==> config.mk <==
export PLATFORM = sky130hd
export DESIGN_NAME = windowed_packet_loss_monitor_flat
export DESIGN_NICKNAME = d
export VERILOG_FILES = /design/src/rtl/wplm_pkg.sv /design/src/rtl/wplm_if.sv /design/src/rtl/wplm_cfg.sv /design/src/rtl/wplm_entry_fifo.sv /design/src/rtl/wplm_divider.sv /design/src/rtl/windowed_packet_loss_monitor.sv /design/src/flat_wrapper.sv
export VERILOG_INCLUDE_DIRS = /design/src /design/src/rtl
export SDC_FILE = /design/constraint.sdc
export NUM_CORES = 2
export LEC_CHECK = 0
export BUFFER_PORTS_ARGS = -buffer_cell sky130_fd_sc_hd__buf_4
export CAP_MARGIN = 20
export CORE_MARGIN = 4
export CORE_UTILIZATION = 50
export DETAILED_ROUTE_END_ITERATION = 16
export GPL_TIMING_DRIVEN = 1
export PLACE_DENSITY = 0.71
export SLEW_MARGIN = 20
export SYNTH_ARGS = -nofsm -noshare
export SYNTH_HDL_FRONTEND = slang
export SYNTH_HIERARCHICAL = 1
export SYNTH_SLANG_ARGS = --single-unit
==> constraint.sdc <==
create_clock -name clk -period 8.8 [get_ports clk]
set_clock_uncertainty 0.1 [all_clocks]
set_input_delay 0.88 -clock clk [delete_from_list [all_inputs] [get_ports clk]]
set_output_delay 0.88 -clock clk [all_outputs]
set_load 0.01 [all_outputs]
==> src/rtl/windowed_packet_loss_monitor_defines.svh <==
// assertion macros for the windowed packet loss monitor
`ifndef WINDOWED_PACKET_LOSS_MONITOR_DEFINES_SVH
`define WINDOWED_PACKET_LOSS_MONITOR_DEFINES_SVH
`ifndef SYNTHESIS
// checked outside reset
`define WPLM_ASSERT(lbl, prop, msg) \
	lbl: assert property (@(posedge clk) disable iff (!arst_n) (prop)) else $error(msg);
// checked at every edge, reset included
`define WPLM_ASSERT_ALWAYS(lbl, prop, msg) \
	lbl: assert property (@(posedge clk) (prop)) else $error(msg);
`else
`define WPLM_ASSERT(lbl, prop, msg)
`define WPLM_ASSERT_ALWAYS(lbl, prop, msg)
`endif
`endif

==> src/rtl/wplm_pkg.sv <==
// shared constants, types and helpers of the windowed packet loss monitor
`timescale 1ns / 1ps
`default_nettype none
package wplm_pkg;

	localparam int FIFO_DEPTH = 64;
	localparam int GAP_BITS   = 16;
	localparam int PTR_W      = $clog2(FIFO_DEPTH);
	localparam int CNT_W      = $clog2(FIFO_DEPTH + 1);

	localparam int SEQ_W  = 32;
	localparam int TIME_W = 32;
	localparam int WIN_W  = 20;
	localparam int LOSS_W = 10;
	localparam int LOST_W = 22;
	localparam int EVT_W  = 23;
	localparam int PROD_W = 32;

	localparam int LOSS_SCALE = 1000;
	localparam logic [WIN_W-1:0] WINDOW_RESET = WIN_W'(5000);
	localparam logic [GAP_BITS-1:0] LOST_CAP = '1;

	localparam int ADDR_W = 3;
	localparam int DATA_W = 32;
	localparam int REG_W  = ADDR_W - 2;
	localparam logic [REG_W-1:0] REG_WINDOW = '0;

	typedef struct packed {
		logic [TIME_W-1:0]   stamp;
		logic [GAP_BITS-1:0] lost;
	} entry_t;

	typedef struct packed {
		logic   push;
		logic   pop;
		entry_t wdata;
	} fifo_cmd_t;

	typedef struct packed {
		logic [CNT_W-1:0] count;
		entry_t           head;
	} fifo_stat_t;

	typedef struct packed {
		logic              start;
		logic [PROD_W-1:0] dividend;
		logic [EVT_W-1:0]  divisor;
	} div_req_t;

	typedef struct packed {
		logic              done;
		logic [LOSS_W-1:0] quotient;
	} div_rsp_t;

	typedef enum logic [2:0] {
		ST_IDLE,
		ST_FULL,
		ST_PUSH,
		ST_WAIT,
		ST_PRUNE,
		ST_MUL,
		ST_DIV,
		ST_DONE
	} state_t;

	function automatic logic [PTR_W-1:0] next_ptr(input logic [PTR_W-1:0] p);
		if (p == PTR_W'(FIFO_DEPTH - 1)) begin
			return '0;
		end
		return p + PTR_W'(1);
	endfunction

endpackage
`default_nettype wire

==> src/rtl/wplm_if.sv <==
// valid/ready channel interfaces for packet beats and result beats
`timescale 1ns / 1ps
`default_nettype none
interface wplm_in_if;
	logic                     valid;
	logic                     ready;
	logic [wplm_pkg::SEQ_W-1:0]  sequence_req;
	logic [wplm_pkg::TIME_W-1:0] now_ms;

	modport source (output valid, output sequence_req, output now_ms, input ready);
	modport sink (input valid, input sequence_req, input now_ms, output ready);
endinterface

interface wplm_out_if;
	logic                        valid;
	logic                        ready;
	logic [wplm_pkg::LOSS_W-1:0] loss_tenths_percent;
	logic [wplm_pkg::LOST_W-1:0] lost_in_window;
	logic [wplm_pkg::EVT_W-1:0]  events_in_window;
	logic                        sequence_new;

	modport source (output valid, output loss_tenths_percent, output lost_in_window,
		output events_in_window, output sequence_new, input ready);
	modport sink (input valid, input loss_tenths_percent, input lost_in_window,
		input events_in_window, input sequence_new, output ready);
endinterface
`default_nettype wire

==> src/rtl/wplm_cfg.sv <==
// apb register block holding the window length
`timescale 1ns / 1ps
`default_nettype none
module wplm_cfg (
	input  wire logic                        clk,
	input  wire logic                        arst_n,
	input  wire logic                        psel,
	input  wire logic                        penable,
	input  wire logic                        pwrite,
	input  wire logic [wplm_pkg::ADDR_W-1:0] paddr,
	input  wire logic [wplm_pkg::DATA_W-1:0] pwdata,
	output logic      [wplm_pkg::DATA_W-1:0] prdata,
	output logic                             pready,
	output logic      [wplm_pkg::WIN_W-1:0]  window
);
	logic [wplm_pkg::WIN_W-1:0] window_q;
	logic [wplm_pkg::REG_W-1:0] reg_idx;
	logic                       wr_en;

	assign reg_idx = paddr[wplm_pkg::ADDR_W-1:2];
	assign wr_en   = psel && penable && pwrite && pready;
	assign pready  = 1'b1;
	assign window  = window_q;

	always_ff @(posedge clk or negedge arst_n) begin
		if (!arst_n) begin
			window_q <= wplm_pkg::WINDOW_RESET;
		end else if (wr_en && reg_idx == wplm_pkg::REG_WINDOW) begin
			window_q <= pwdata[wplm_pkg::WIN_W-1:0];
		end
	end

	always_comb begin
		unique case (reg_idx)
			wplm_pkg::REG_WINDOW: prdata = wplm_pkg::DATA_W'(window_q);
			default:              prdata = '0;
		endcase
	end
endmodule
`default_nettype wire

==> src/rtl/wplm_entry_fifo.sv <==
// run-length entry store: ring memory with head, tail and fill count
`timescale 1ns / 1ps
`default_nettype none
module wplm_entry_fifo (
	input  wire logic                 clk,
	input  wire logic                 arst_n,
	input  wire wplm_pkg::fifo_cmd_t  cmd,
	output wplm_pkg::fifo_stat_t      stat
);
	wplm_pkg::entry_t mem [wplm_pkg::FIFO_DEPTH];
	wplm_pkg::entry_t rd_q;

	logic [wplm_pkg::PTR_W-1:0] head_q;
	logic [wplm_pkg::PTR_W-1:0] tail_q;
	logic [wplm_pkg::CNT_W-1:0] count_q;

	// head entry read every cycle and registered, so it follows the head pointer in the next cycle
	always_ff @(posedge clk) begin
		if (cmd.push) begin
			mem[tail_q] <= cmd.wdata;
		end
		rd_q <= mem[head_q];
	end

	always_ff @(posedge clk or negedge arst_n) begin
		if (!arst_n) begin
			head_q  <= '0;
			tail_q  <= '0;
			count_q <= '0;
		end else begin
			if (cmd.push) begin
				tail_q <= wplm_pkg::next_ptr(tail_q);
			end
			if (cmd.pop) begin
				head_q <= wplm_pkg::next_ptr(head_q);
			end
			count_q <= count_q + wplm_pkg::CNT_W'(cmd.push) - wplm_pkg::CNT_W'(cmd.pop);
		end
	end

	assign stat.count = count_q;
	assign stat.head  = rd_q;
endmodule
`default_nettype wire

==> src/rtl/wplm_divider.sv <==
// restoring divider, one quotient bit per cycle
`timescale 1ns / 1ps
`default_nettype none
module wplm_divider (
	input  wire logic                clk,
	input  wire logic                arst_n,
	input  wire wplm_pkg::div_req_t  req,
	output wplm_pkg::div_rsp_t       rsp
);
	localparam int DSH_W = wplm_pkg::EVT_W + wplm_pkg::LOSS_W - 1;
	localparam int CMP_W = ((wplm_pkg::PROD_W > DSH_W) ? wplm_pkg::PROD_W : DSH_W) + 1;
	localparam int STEP_W = $clog2(wplm_pkg::LOSS_W + 1);

	logic [wplm_pkg::PROD_W-1:0] rem_q;
	logic [DSH_W-1:0]            dsh_q;
	logic [wplm_pkg::LOSS_W-1:0] quo_q;
	logic [STEP_W-1:0]           step_q;
	logic                        busy_q;
	logic                        done_q;

	logic [CMP_W-1:0] rem_x;
	logic [CMP_W-1:0] dsh_x;
	logic             ge;

	assign rem_x = CMP_W'(rem_q);
	assign dsh_x = CMP_W'(dsh_q);
	assign ge    = rem_x >= dsh_x;

	always_ff @(posedge clk or negedge arst_n) begin
		if (!arst_n) begin
			busy_q <= 1'b0;
			done_q <= 1'b0;
			step_q <= '0;
		end else begin
			done_q <= 1'b0;
			if (req.start) begin
				busy_q <= 1'b1;
				step_q <= '0;
			end else if (busy_q) begin
				step_q <= step_q + STEP_W'(1);
				if (step_q == STEP_W'(wplm_pkg::LOSS_W - 1)) begin
					busy_q <= 1'b0;
					done_q <= 1'b1;
				end
			end
		end
	end

	// quotient is known to fit, so the divisor starts aligned to its top bit
	always_ff @(posedge clk) begin
		if (req.start) begin
			rem_q <= req.dividend;
			dsh_q <= DSH_W'(req.divisor) << (wplm_pkg::LOSS_W - 1);
			quo_q <= '0;
		end else if (busy_q) begin
			if (ge) begin
				rem_q <= wplm_pkg::PROD_W'(rem_x - dsh_x);
			end
			dsh_q <= dsh_q >> 1;
			quo_q <= {quo_q[wplm_pkg::LOSS_W-2:0], ge};
		end
	end

	assign rsp.done     = done_q;
	assign rsp.quotient = quo_q;
endmodule
`default_nettype wire

==> src/rtl/windowed_packet_loss_monitor.sv <==
// top level of the windowed packet loss monitor
`timescale 1ns / 1ps
`default_nettype none
`include "windowed_packet_loss_monitor_defines.svh"
// Each packet beat on pkt carries a sequence number and the current millisecond
// time. A first packet, or one whose sequence is larger than the last one seen,
// stores a run-length entry (gap as lost events, saturated to 16 bits, plus one
// received event) stamped with the time; any other packet stores nothing. Then
// entries whose modular age exceeds window_ms are dropped oldest first, and one
// result beat on res reports lost and total events in the window and the loss in
// tenths of a percent. A full store of 64 entries drops its oldest before a push.
// A packet passes the store, the age walk, the scale step and the divide: the
// walk reads one entry per visit through the single registered read port of
// the entry memory, and the ratio comes from a divider that makes one quotient
// bit per cycle. pkt is ready only between packets; a finished result waits in
// its own output register, so the next packet can be taken while res is
// stalled. window_ms is the APB register at byte address 0.
module windowed_packet_loss_monitor (
	input  wire logic                        clk,
	input  wire logic                        arst_n,
	input  wire logic                        psel,
	input  wire logic                        penable,
	input  wire logic                        pwrite,
	input  wire logic [wplm_pkg::ADDR_W-1:0] paddr,
	input  wire logic [wplm_pkg::DATA_W-1:0] pwdata,
	output logic      [wplm_pkg::DATA_W-1:0] prdata,
	output logic                             pready,
	wplm_in_if.sink                          pkt,
	wplm_out_if.source                       res
);
	wplm_pkg::state_t state_q, state_d;

	logic [wplm_pkg::WIN_W-1:0] window;

	wplm_pkg::fifo_cmd_t  fifo_cmd;
	wplm_pkg::fifo_stat_t fifo_stat;
	wplm_pkg::div_req_t   div_req;
	wplm_pkg::div_rsp_t   div_rsp;

	// sequence tracking
	logic [wplm_pkg::SEQ_W-1:0] last_seq_q;
	logic                       awaiting_q;

	// captured packet
	logic [wplm_pkg::TIME_W-1:0]   now_q;
	logic [wplm_pkg::GAP_BITS-1:0] gap_q;
	logic                          new_q;

	// running window totals
	logic [wplm_pkg::LOST_W-1:0] lost_tot_q;
	logic [wplm_pkg::EVT_W-1:0]  evt_tot_q;

	logic [wplm_pkg::PROD_W-1:0] prod_q;

	// ratio of the packet in flight, moved out with the rest of the result
	logic [wplm_pkg::LOSS_W-1:0] loss_q;

	// result register
	logic                        out_valid_q;
	logic [wplm_pkg::LOSS_W-1:0] out_loss_q;
	logic [wplm_pkg::LOST_W-1:0] out_lost_q;
	logic [wplm_pkg::EVT_W-1:0]  out_evt_q;
	logic                        out_new_q;

	logic                          pkt_acc;
	logic                          is_new;
	logic [wplm_pkg::SEQ_W-1:0]    diff;
	logic [wplm_pkg::GAP_BITS-1:0] gap;
	logic [wplm_pkg::TIME_W-1:0]   age;
	logic                          keep;
	logic                          out_load;
	logic                          loss_zero;
	logic                          loss_take;

	wplm_cfg u_cfg (
		.clk     (clk),
		.arst_n  (arst_n),
		.psel    (psel),
		.penable (penable),
		.pwrite  (pwrite),
		.paddr   (paddr),
		.pwdata  (pwdata),
		.prdata  (prdata),
		.pready  (pready),
		.window  (window)
	);

	wplm_entry_fifo u_fifo (
		.clk    (clk),
		.arst_n (arst_n),
		.cmd    (fifo_cmd),
		.stat   (fifo_stat)
	);

	wplm_divider u_div (
		.clk    (clk),
		.arst_n (arst_n),
		.req    (div_req),
		.rsp    (div_rsp)
	);

	assign pkt.ready = (state_q == wplm_pkg::ST_IDLE);
	assign pkt_acc   = pkt.valid && pkt.ready;

	// new sequence and its saturated gap
	assign is_new = awaiting_q || (pkt.sequence_req > last_seq_q);
	assign diff   = pkt.sequence_req - last_seq_q - wplm_pkg::SEQ_W'(1);
	always_comb begin
		if (awaiting_q) begin
			gap = '0;
		end else if (|diff[wplm_pkg::SEQ_W-1:wplm_pkg::GAP_BITS]) begin
			gap = wplm_pkg::LOST_CAP;
		end else begin
			gap = diff[wplm_pkg::GAP_BITS-1:0];
		end
	end

	// modular age of the oldest entry; a future stamp looks very old
	assign age  = now_q - fifo_stat.head.stamp;
	assign keep = age <= wplm_pkg::TIME_W'(window);

	always_ff @(posedge clk or negedge arst_n) begin
		if (!arst_n) begin
			state_q <= wplm_pkg::ST_IDLE;
		end else begin
			state_q <= state_d;
		end
	end

	// sequencer: store, age walk, scale, divide, hand off
	always_comb begin
		state_d          = state_q;
		fifo_cmd.push    = 1'b0;
		fifo_cmd.pop     = 1'b0;
		fifo_cmd.wdata   = '{stamp: now_q, lost: gap_q};
		div_req.start    = 1'b0;
		div_req.dividend = prod_q;
		div_req.divisor  = evt_tot_q;
		out_load         = 1'b0;
		loss_zero        = 1'b0;
		loss_take        = 1'b0;
		unique case (state_q)
			wplm_pkg::ST_IDLE: begin
				if (pkt_acc) begin
					state_d = wplm_pkg::ST_FULL;
				end
			end
			wplm_pkg::ST_FULL: begin
				if (new_q) begin
					// full store gives up its oldest entry first
					if (fifo_stat.count == wplm_pkg::CNT_W'(wplm_pkg::FIFO_DEPTH)) begin
						fifo_cmd.pop = 1'b1;
					end
					state_d = wplm_pkg::ST_PUSH;
				end else begin
					state_d = wplm_pkg::ST_WAIT;
				end
			end
			wplm_pkg::ST_PUSH: begin
				fifo_cmd.push = 1'b1;
				state_d       = wplm_pkg::ST_WAIT;
			end
			wplm_pkg::ST_WAIT: begin
				// head entry read settles
				state_d = wplm_pkg::ST_PRUNE;
			end
			wplm_pkg::ST_PRUNE: begin
				if (fifo_stat.count != '0 && !keep) begin
					fifo_cmd.pop = 1'b1;
					state_d      = wplm_pkg::ST_WAIT;
				end else begin
					state_d = wplm_pkg::ST_MUL;
				end
			end
			wplm_pkg::ST_MUL: begin
				if (evt_tot_q == '0) begin
					loss_zero = 1'b1;
					state_d   = wplm_pkg::ST_DONE;
				end else begin
					state_d = wplm_pkg::ST_DIV;
					div_req.start = 1'b0;
				end
			end
			wplm_pkg::ST_DIV: begin
				if (div_rsp.done) begin
					loss_take = 1'b1;
					state_d   = wplm_pkg::ST_DONE;
				end
			end
			wplm_pkg::ST_DONE: begin
				if (!out_valid_q || res.ready) begin
					out_load = 1'b1;
					state_d  = wplm_pkg::ST_IDLE;
				end
			end
			default: begin
				state_d = wplm_pkg::ST_IDLE;
			end
		endcase
		// divider kicks off as the product lands
		if (state_q == wplm_pkg::ST_MUL && evt_tot_q != '0) begin
			div_req.start = 1'b1;
		end
	end

	// product is registered in the prune state, so it is ready when the scale step starts the divider
	always_ff @(posedge clk) begin
		if (state_q == wplm_pkg::ST_PRUNE) begin
			prod_q <= wplm_pkg::PROD_W'(lost_tot_q) * wplm_pkg::PROD_W'(wplm_pkg::LOSS_SCALE);
		end
		if (pkt_acc) begin
			now_q <= pkt.now_ms;
			gap_q <= gap;
			new_q <= is_new;
		end
		if (loss_zero) begin
			prod_q <= '0;
		end
	end

	always_ff @(posedge clk or negedge arst_n) begin
		if (!arst_n) begin
			last_seq_q <= '0;
			awaiting_q <= 1'b1;
			lost_tot_q <= '0;
			evt_tot_q  <= '0;
		end else begin
			if (pkt_acc && is_new) begin
				last_seq_q <= pkt.sequence_req;
				awaiting_q <= 1'b0;
			end
			if (fifo_cmd.pop) begin
				lost_tot_q <= lost_tot_q - wplm_pkg::LOST_W'(fifo_stat.head.lost);
				evt_tot_q  <= evt_tot_q - wplm_pkg::EVT_W'(fifo_stat.head.lost)
					- wplm_pkg::EVT_W'(1);
			end else if (fifo_cmd.push) begin
				lost_tot_q <= lost_tot_q + wplm_pkg::LOST_W'(gap_q);
				evt_tot_q  <= evt_tot_q + wplm_pkg::EVT_W'(gap_q) + wplm_pkg::EVT_W'(1);
			end
		end
	end

	// result payload; the ratio waits in loss_q while an older beat is still held
	always_ff @(posedge clk) begin
		if (loss_zero) begin
			loss_q <= '0;
		end else if (loss_take) begin
			loss_q <= div_rsp.quotient;
		end
		if (out_load) begin
			out_loss_q <= loss_q;
			out_lost_q <= lost_tot_q;
			out_evt_q  <= evt_tot_q;
			out_new_q  <= new_q;
		end
	end

	always_ff @(posedge clk or negedge arst_n) begin
		if (!arst_n) begin
			out_valid_q <= 1'b0;
		end else if (out_load) begin
			out_valid_q <= 1'b1;
		end else if (res.ready) begin
			out_valid_q <= 1'b0;
		end
	end

	assign res.valid               = out_valid_q;
	assign res.loss_tenths_percent = out_loss_q;
	assign res.lost_in_window      = out_lost_q;
	assign res.events_in_window    = out_evt_q;
	assign res.sequence_new        = out_new_q;

	`WPLM_ASSERT(a_totals_match_count, evt_tot_q == wplm_pkg::EVT_W'(lost_tot_q) + wplm_pkg::EVT_W'(fifo_stat.count), "event total differs from lost total plus entry count")
	`WPLM_ASSERT(a_loss_bounded, out_valid_q |-> out_loss_q <= wplm_pkg::LOSS_W'(wplm_pkg::LOSS_SCALE), "loss ratio above full scale")
	`WPLM_ASSERT_ALWAYS(a_count_in_range, fifo_stat.count <= wplm_pkg::CNT_W'(wplm_pkg::FIFO_DEPTH), "entry count above store depth")
endmodule
`default_nettype wire

==> src/flat_wrapper.sv <==
// flat-port wrapper written by rule: the top's interface ports become plain ports
module windowed_packet_loss_monitor_flat 
  (clk, arst_n, psel, penable, pwrite, paddr, pwdata, prdata, pready, pkt_valid, pkt_sequence_req, pkt_now_ms, pkt_ready, res_valid, res_loss_tenths_percent, res_lost_in_window, res_events_in_window, res_sequence_new, res_ready);
  wplm_in_if pkt_i ();
  wplm_out_if res_i ();
  input  wire logic clk;
  input  wire logic arst_n;
  input  wire logic psel;
  input  wire logic penable;
  input  wire logic pwrite;
  input  wire logic [wplm_pkg::ADDR_W-1:0] paddr;
  input  wire logic [wplm_pkg::DATA_W-1:0] pwdata;
  output logic      [wplm_pkg::DATA_W-1:0] prdata;
  output logic pready;
  input wire logic [$bits(pkt_i.valid)-1:0] pkt_valid;
  input wire logic [$bits(pkt_i.sequence_req)-1:0] pkt_sequence_req;
  input wire logic [$bits(pkt_i.now_ms)-1:0] pkt_now_ms;
  output wire logic [$bits(pkt_i.ready)-1:0] pkt_ready;
  output wire logic [$bits(res_i.valid)-1:0] res_valid;
  output wire logic [$bits(res_i.loss_tenths_percent)-1:0] res_loss_tenths_percent;
  output wire logic [$bits(res_i.lost_in_window)-1:0] res_lost_in_window;
  output wire logic [$bits(res_i.events_in_window)-1:0] res_events_in_window;
  output wire logic [$bits(res_i.sequence_new)-1:0] res_sequence_new;
  input wire logic [$bits(res_i.ready)-1:0] res_ready;
  assign pkt_i.valid = pkt_valid;
  assign pkt_i.sequence_req = pkt_sequence_req;
  assign pkt_i.now_ms = pkt_now_ms;
  assign pkt_ready = pkt_i.ready;
  assign res_valid = res_i.valid;
  assign res_loss_tenths_percent = res_i.loss_tenths_percent;
  assign res_lost_in_window = res_i.lost_in_window;
  assign res_events_in_window = res_i.events_in_window;
  assign res_sequence_new = res_i.sequence_new;
  assign res_i.ready = res_ready;
  windowed_packet_loss_monitor u_core (.clk(clk), .arst_n(arst_n), .psel(psel), .penable(penable), .pwrite(pwrite), .paddr(paddr), .pwdata(pwdata), .prdata(prdata), .pready(pready), .pkt(pkt_i), .res(res_i));
endmodule
# After elaboration in Yosys (flattened, before gate mapping)
# Memory sizes are Yosys's and may differ from the RTL's. A register that Yosys moved wholly into a read port is not among the register bits.
# Cells that the tools add are included.
# word_totals
regBits,345
mem_bits_rw,3072
out_inout_bits,91
mem_count,1
# op_classes
addsub,15
n_mul,1
order_cmp,3
n_eq_ne,14
muxes,50
n_bitwise,1
reduce_logical,22
# memory_table
name,words,word_bits,rd,rd_ports_with_merged_regs,write_ports,line,text
u_core.u_fifo.mem,64,48,1,1,1,wplm_entry_fifo.sv:10,wplm_pkg::entry_t mem [wplm_pkg::FIFO_DEPTH];
# op_table
operator,count
2-to-1 mux 32 bit,5
subtractor 32 bit,3
2-to-1 mux 23 bit,2
2-to-1 mux 22 bit,2
>= comparator 32 bit,1
> comparator 32 bit,1
<= comparator 32 x 20 -> 1 bit,1
subtractor 32 x 1 -> 32 bit (second input constant),1
multiplier 22 x 7 -> 29 bit (second input constant),1
2-to-1 mux 1 bit,27
2-to-1 mux 6 bit,4
case mux 3 bit (8 select lines),1
adder 23 x 1 -> 23 bit (second input constant),1
adder 23 x 16 -> 23 bit,1
zero test 23 bit,1
nonzero test 23 bit,1
subtractor 23 x 1 -> 23 bit (second input constant),1
subtractor 23 x 16 -> 23 bit,1
adder 22 x 16 -> 22 bit,1
subtractor 22 x 16 -> 22 bit,1
2-to-1 mux 20 bit,1
2-to-1 mux 16 bit,1
OR reduction 16 bit,1
adder 6 x 1 -> 6 bit (second input constant),2
other kinds (23),44

# Logic depth before layout (Yosys ltp)
# depth
depth_word,8
mapped_depth,38

# By module
# The synthesis kept the hierarchy.
# modules_own_cells
module,instances,cells_per_inst,area_per_inst_um2,seq_area_each_um2
wplm_entry_fifo,1,5088,119088.0,93684.9
windowed_packet_loss_monitor,1,1887,18091.1,5987.0
wplm_divider,1,629,5506.5,2182.1
wplm_cfg,1,80,1091.0,506.7

# Worst setup path before layout
# Ideal clock, no wire load.
# synth_path
path_type,register to register
from,register u_core/now_q[0] (netlist name)
to,register u_core/lost_tot_q[20] (netlist name)
setup_ps,123
arrival_time_ps,7636
setup_slack_ps,941
path_stages_with_launch,36
n_path_buf,2
period_less_slack_ps,7859
cell_sequence,edfxtp_1 > inv_1 > ha_1 > fa_1 > nand2b_1 > a21oi_1 > o2111ai_1 > a21oi_1 > nor2_1 > xnor2_1 > ha_1 > nand4_1 > or3_1 > nor3_1 > a211oi_1 > or4b_1 > nor4_1 > nand4_1 > a211o_1 > buf_2 > buf_2 > nor2_1 > a21oi_1 > ha_1 > nor2b_1 > o21a_1 > o21ai_0 > a21oi_1 > nor2_1 > o311ai_0 > a31oi_1 > nor2b_1 > o21a_1 > o41ai_1 > xor2_1 > o21ai_1
# synth_between
elab_chain_len,7
word_cells_on_any_way,8
cone_classes,1 x add/sub; 1 x order compare; 3 x mux; 3 x reduce/logical
# synth_rtl
element,line,text
start: declaration,windowed_packet_loss_monitor.sv:45,logic [wplm_pkg::TIME_W-1:0] now_q;
start signal: assignment,windowed_packet_loss_monitor.sv:212,now_q <= pkt.now_ms;
subtractor 32 bit *,windowed_packet_loss_monitor.sv:119,assign age = now_q - fifo_stat.head.stamp;
<= comparator 32 x 20 -> 1 bit *,windowed_packet_loss_monitor.sv:120,assign keep = age <= wplm_pkg::TIME_W'(window);
zero test 1 bit *,windowed_packet_loss_monitor.sv:168,if (fifo_stat.count != '0 && !keep) begin
logical AND 1 bit *,windowed_packet_loss_monitor.sv:168,
2-to-1 mux 1 bit *,windowed_packet_loss_monitor.sv:168,
case mux 1 bit (2 select lines) *,windowed_packet_loss_monitor.sv:142,unique case (state_q)
2-to-1 mux 22 bit or nonzero test 2 bit (tied branches),n/a,
end signal: assignment,windowed_packet_loss_monitor.sv:233,lost_tot_q <= lost_tot_q - wplm_pkg::LOST_W'(fifo_stat.head.lost);
end signal: assignment,windowed_packet_loss_monitor.sv:237,lost_tot_q <= lost_tot_q + wplm_pkg::LOST_W'(gap_q);
end: declaration,windowed_packet_loss_monitor.sv:50,logic [wplm_pkg::LOST_W-1:0] lost_tot_q;
# Mark *: on every way between the ends. The rest lies on a longest branch, timed or not.
# A chain may end at the register's enable or synchronous reset.

# Worst setup path in the final report
# layout_path
from,register u_core/now_q[2] (netlist name)
to,register u_core/lost_tot_q[21] (netlist name)
# The elaborated chain is that of the path after synthesis.

==> insert_results.sql <==
INSERT INTO impl_metrics (metric_group, metric, value, unit) VALUES
('setup_path', 'r2r_start', 'u_core/now_q[2]', ''),
('setup_path', 'critical_path_arrival', '8.93', 'ns'),
('clock_tree', 'cts_sinks', '3465', ''),
('timing', 'setup_ws', '0.531', 'ns'),
('grt', 'grt_pass1_vias', '78100', ''),
('die', 'ios', '197', ''),
('synthesis', 'yosys_most_used_dff', 'edfxtp_1', ''),
('timing', 'final-hold-violation-count', '0', ''),
('timing', 'peak_freq', '121', 'MHz'),
('timing', 'fin_tns_setup', '0', 'ns'),
('synthesis', 'count_of_flip_flops_with_a_built_in_enable_after_synthesis', '3232', ''),
('power', 'power_density', '372', 'mW/mm2'),
('die', 'placement_rows', '196', ''),
('synthesis', 'share_of_synthesized_area_occupied_by_flip_flops_and_latches', '71.2', '%'),
('timing', 'finalCritPeriodShare', '94.0', '%'),
('finish', 'combined_area_of_the_multi_input_logic_cells', '0.0392', 'mm2'),
('setup_path', 'endpoint_kind', 'register', ''),
('setup_path', 'cp.buffers_inverters', '2', ''),
('min_path', 'min_delay_worst_endpoint', 'u_core/now_q[11]', ''),
('die', 'die-width', '544', 'um'),
('clock_tree', 'clock_latency', '0.95', 'ns'),
('finish', 'final_layout_size_suffix_gt1_share', '22.8', '%'),
('route', 'route.detailed.drc', '0', ''),
('setup_path', 'worst_setup_path_startpoint', 'u_core/now_q[2]', ''),
('setup_path', 'endpoint_required_time_on_the_critical_path', '9.47', 'ns'),
('synthesis', 'synth_largest_area_cell', 'edfxtp_1', ''),
('synthesis', 'ys_warn_count', '6', ''),
('clock_tree', 'cts_inserted_buffers', '350', ''),
('synthesis', 'post_synth_instance_area', '0.144', 'mm2'),
('run_status', 'outcome', 'finished clean', ''),
('grt', 'globalRouteTotalUtil', '26.8', '%'),
('synthesis', 'main_area_contributors_after_synthesis', 'edfxtp_1 68%, mux4_2 12%, ha_1 2.1%', ''),
('timing', 'slew_headroom', '17.4', '%'),
('route', 'drt-met1-wl', '148000', 'um'),
('setup_path', 'worst_path_most_repeated_cell', 'a21oi_1', ''),
('place', 'port_buffers', '169', ''),
('setup_path', 'worst-path-stages', '35', ''),
('route', 'route.antenna.remaining_nets', '0', ''),
('grt', 'grt_max_degree', '117', ''),
('route', 'overall_routed_net_length', '399000', 'um'),
('synthesis', 'synth_cell_types', '102', ''),
('clock_tree', 'cts_root_buf', 'clkbuf_16', ''),
('timing', 'setup-violations-final', '0', ''),
('setup_path', 'timing.reg2reg.setup_slack', '0.53', 'ns'),
('route', 'top_layer_used', 'met5', ''),
('finish', 'ff_latch_area', '0.102', 'mm2'),
('place', 'gp_routability_congestion', '0.919', ''),
('finish', 'flow.area_growth_from_synthesis', '12.7', '%'),
('die', 'floorplan.die_area', '0.296', 'mm2'),
('min_path', 'launch_point_of_the_worst_hold_path', 'pkt_now_ms[11]', ''),
('place', 'dpl.hpwl', '234000', 'um'),
('setup_path', 'critical_path.max_fanout', '30', ''),
('route', 'detail_route.vias_per_cell', '6.46', ''),
('setup_path', 'rr_endpoint', 'u_core/lost_tot_q[21]', ''),
('power', 'vdd_ir_drop_max', '0.735', 'mV'),
('die', 'die-height', '544', 'um'),
('clock_tree', 'clk_pin_slew_worst_paths', '0.06', 'ns'),
('synthesis', 'async_flop_share', '3.67', '%'),
('synthesis', 'synthDominantCellAreaShare', '67.5', '%'),
('clock_tree', 'cts_tree', 'done', ''),
('grt', 'grt_antenna_before_repair', '24', ''),
('clock_tree', 'htree_levels', '5', ''),
('grt', 'grt_first_pass_wirelength', '569000', 'um'),
('route', 'count_of_vias_placed_by_the_detailed_router', '78500', ''),
('route', 'drt_iter0_markers', '11000', ''),
('route', 'met3_wirelength', '51700', 'um'),
('finish', 'fillers', '20900', ''),
('setup_path', 'timing.critical_path.max_delay_family', 'compound AO/OA/AOI/OAI gates', ''),
('die', 'initial_utilization', '50.3', '%'),
('setup_path', 'critical_path.max_stage_delay', '0.52', 'ns'),
('clock_tree', 'ctsLongestPathBuffers', '4', '');
per-stage QoR:
step	hold WS, ns	std cells	area (um2)	total power [mW]
after global placement	0.318	11500	150000	45.2
after CTS	0.00235	12100	162000	60.3
final	0.0378	12100	162000	60.2
after global routing	0.0126	12100	162000	63.6
after floorplan	0.308	7697	144000	39.0
after detailed placement	0.319	11500	150000	45.6
worst max-delay path by stage:
stage,end
after global placement,u_core/lost_tot_q[20]
after detailed placement,u_core/lost_tot_q[20]
after CTS,u_core/lost_tot_q[20]
after floorplan,u_core/lost_tot_q[20]
final,u_core/lost_tot_q[21]
after global routing,u_core/lost_tot_q[21]
Yosys cell counts, types with 106 or more instances:
| cell type | number |
|---|---|
| inv_1 | 233 |
| nor2_1 | 282 |
| a22oi_1 | 135 |
| clkbuf_1 | 162 |
| edfxtp_1 | 3232 |
| nand2_1 | 367 |
| dfxtp_1 | 106 |
| dfrtp_1 | 121 |
| a21oi_1 | 248 |
| mux2i_1 | 232 |
| o21ai_0 | 160 |
| ha_1 | 246 |
| mux4_2 | 794 |
sequential cells by signal, summed over array words and instances (netlist names), 7 cells and up:
name and count:
u_core/now_q 32, u_core/u_fifo/mem 3072, u_core/loss_q 10, u_core/u_div/quo_q 10
u_core/res.lost_in_window 22, u_core/gap_q 16, u_core/res.events_in_window 23, u_core/last_seq_q 32
u_core/lost_tot_q 22, u_core/u_fifo/stat 48, u_core/u_fifo/count_q 7, u_core/prod_q 29
u_core/res.loss_tenths_percent 10, u_core/u_div/dsh_q 32, u_core/u_div/rem_q 32, u_core/u_cfg/window 20
u_core/evt_tot_q 23
area by class of cell:
class | count | share of cell area [%]
Timing Repair Buffer | 416 | 2.08
Clock inverter | 192 | 1.27
Inverter | 237 | 0.555
Antenna cell | 10 | 0.0154
Tap cell | 3762 | 2.91
Clock buffer | 446 | 5.75
Multi-Input combinational cell | 3617 | 24.2
Sequential cell | 3465 | 63.2
power by group:
group / switching, mW / total (mW) / internal [mW]
registers: 1.06 / 20.4 / 19.3
logic: 14.3 / 25.1 / 10.8
clock network: 6.39 / 14.8 / 8.36
total: 21.7 / 60.2 / 38.5
per-layer routing:
layer	vias up	GRT usage [%]
li1	31800	-
met1	40800	36.7
met2	4959	40.7
met3	864	7.89
met4	10	10.7
met5	-	0
placed cells by master (no fill, tap or decap), types with 65 or more instances in the layout:
master / instances
buf_4: 390
fa_1: 85
edfxtp_1: 3232
clkbuf_1: 83
xor2_1: 72
o21ai_0: 158
a22oi_1: 135
nand2_1: 363
nand3_1: 78
xnor2_1: 87
nor2_4: 65
dfxtp_1: 106
dfrtp_1: 115
a21oi_1: 248
clkbuf_16: 356
mux2i_1: 232
mux4_2: 794
ha_1: 246
nor2_1: 215
inv_1: 233
a31oi_1: 74
what timing repair did:
| item | in CTS | in global routing |
|---|---|---|
| hold endpoints to repair | 44 | 0 |
| setup buffers | 0 | 2 |
| resized for setup | 0 | 7 |
| setup endpoints to repair | 0 | 4 |
| hold buffers | 7 | 0 |
cell families after synthesis:
kind of cell,after synthesis,synth area share [%]
multiplexers,1090,14.6
AND/OR/NAND/NOR,1016,3.25
adder cells (fa/ha/maj),331,3.32
flip-flops,3465,71.2
AO/OA/AOI/OAI,1005,4.65
other,3,0.00783
XOR/XNOR,159,0.969
buffers and inverters,615,2.00
Note: power is estimated with default switching activity, not from simulation.
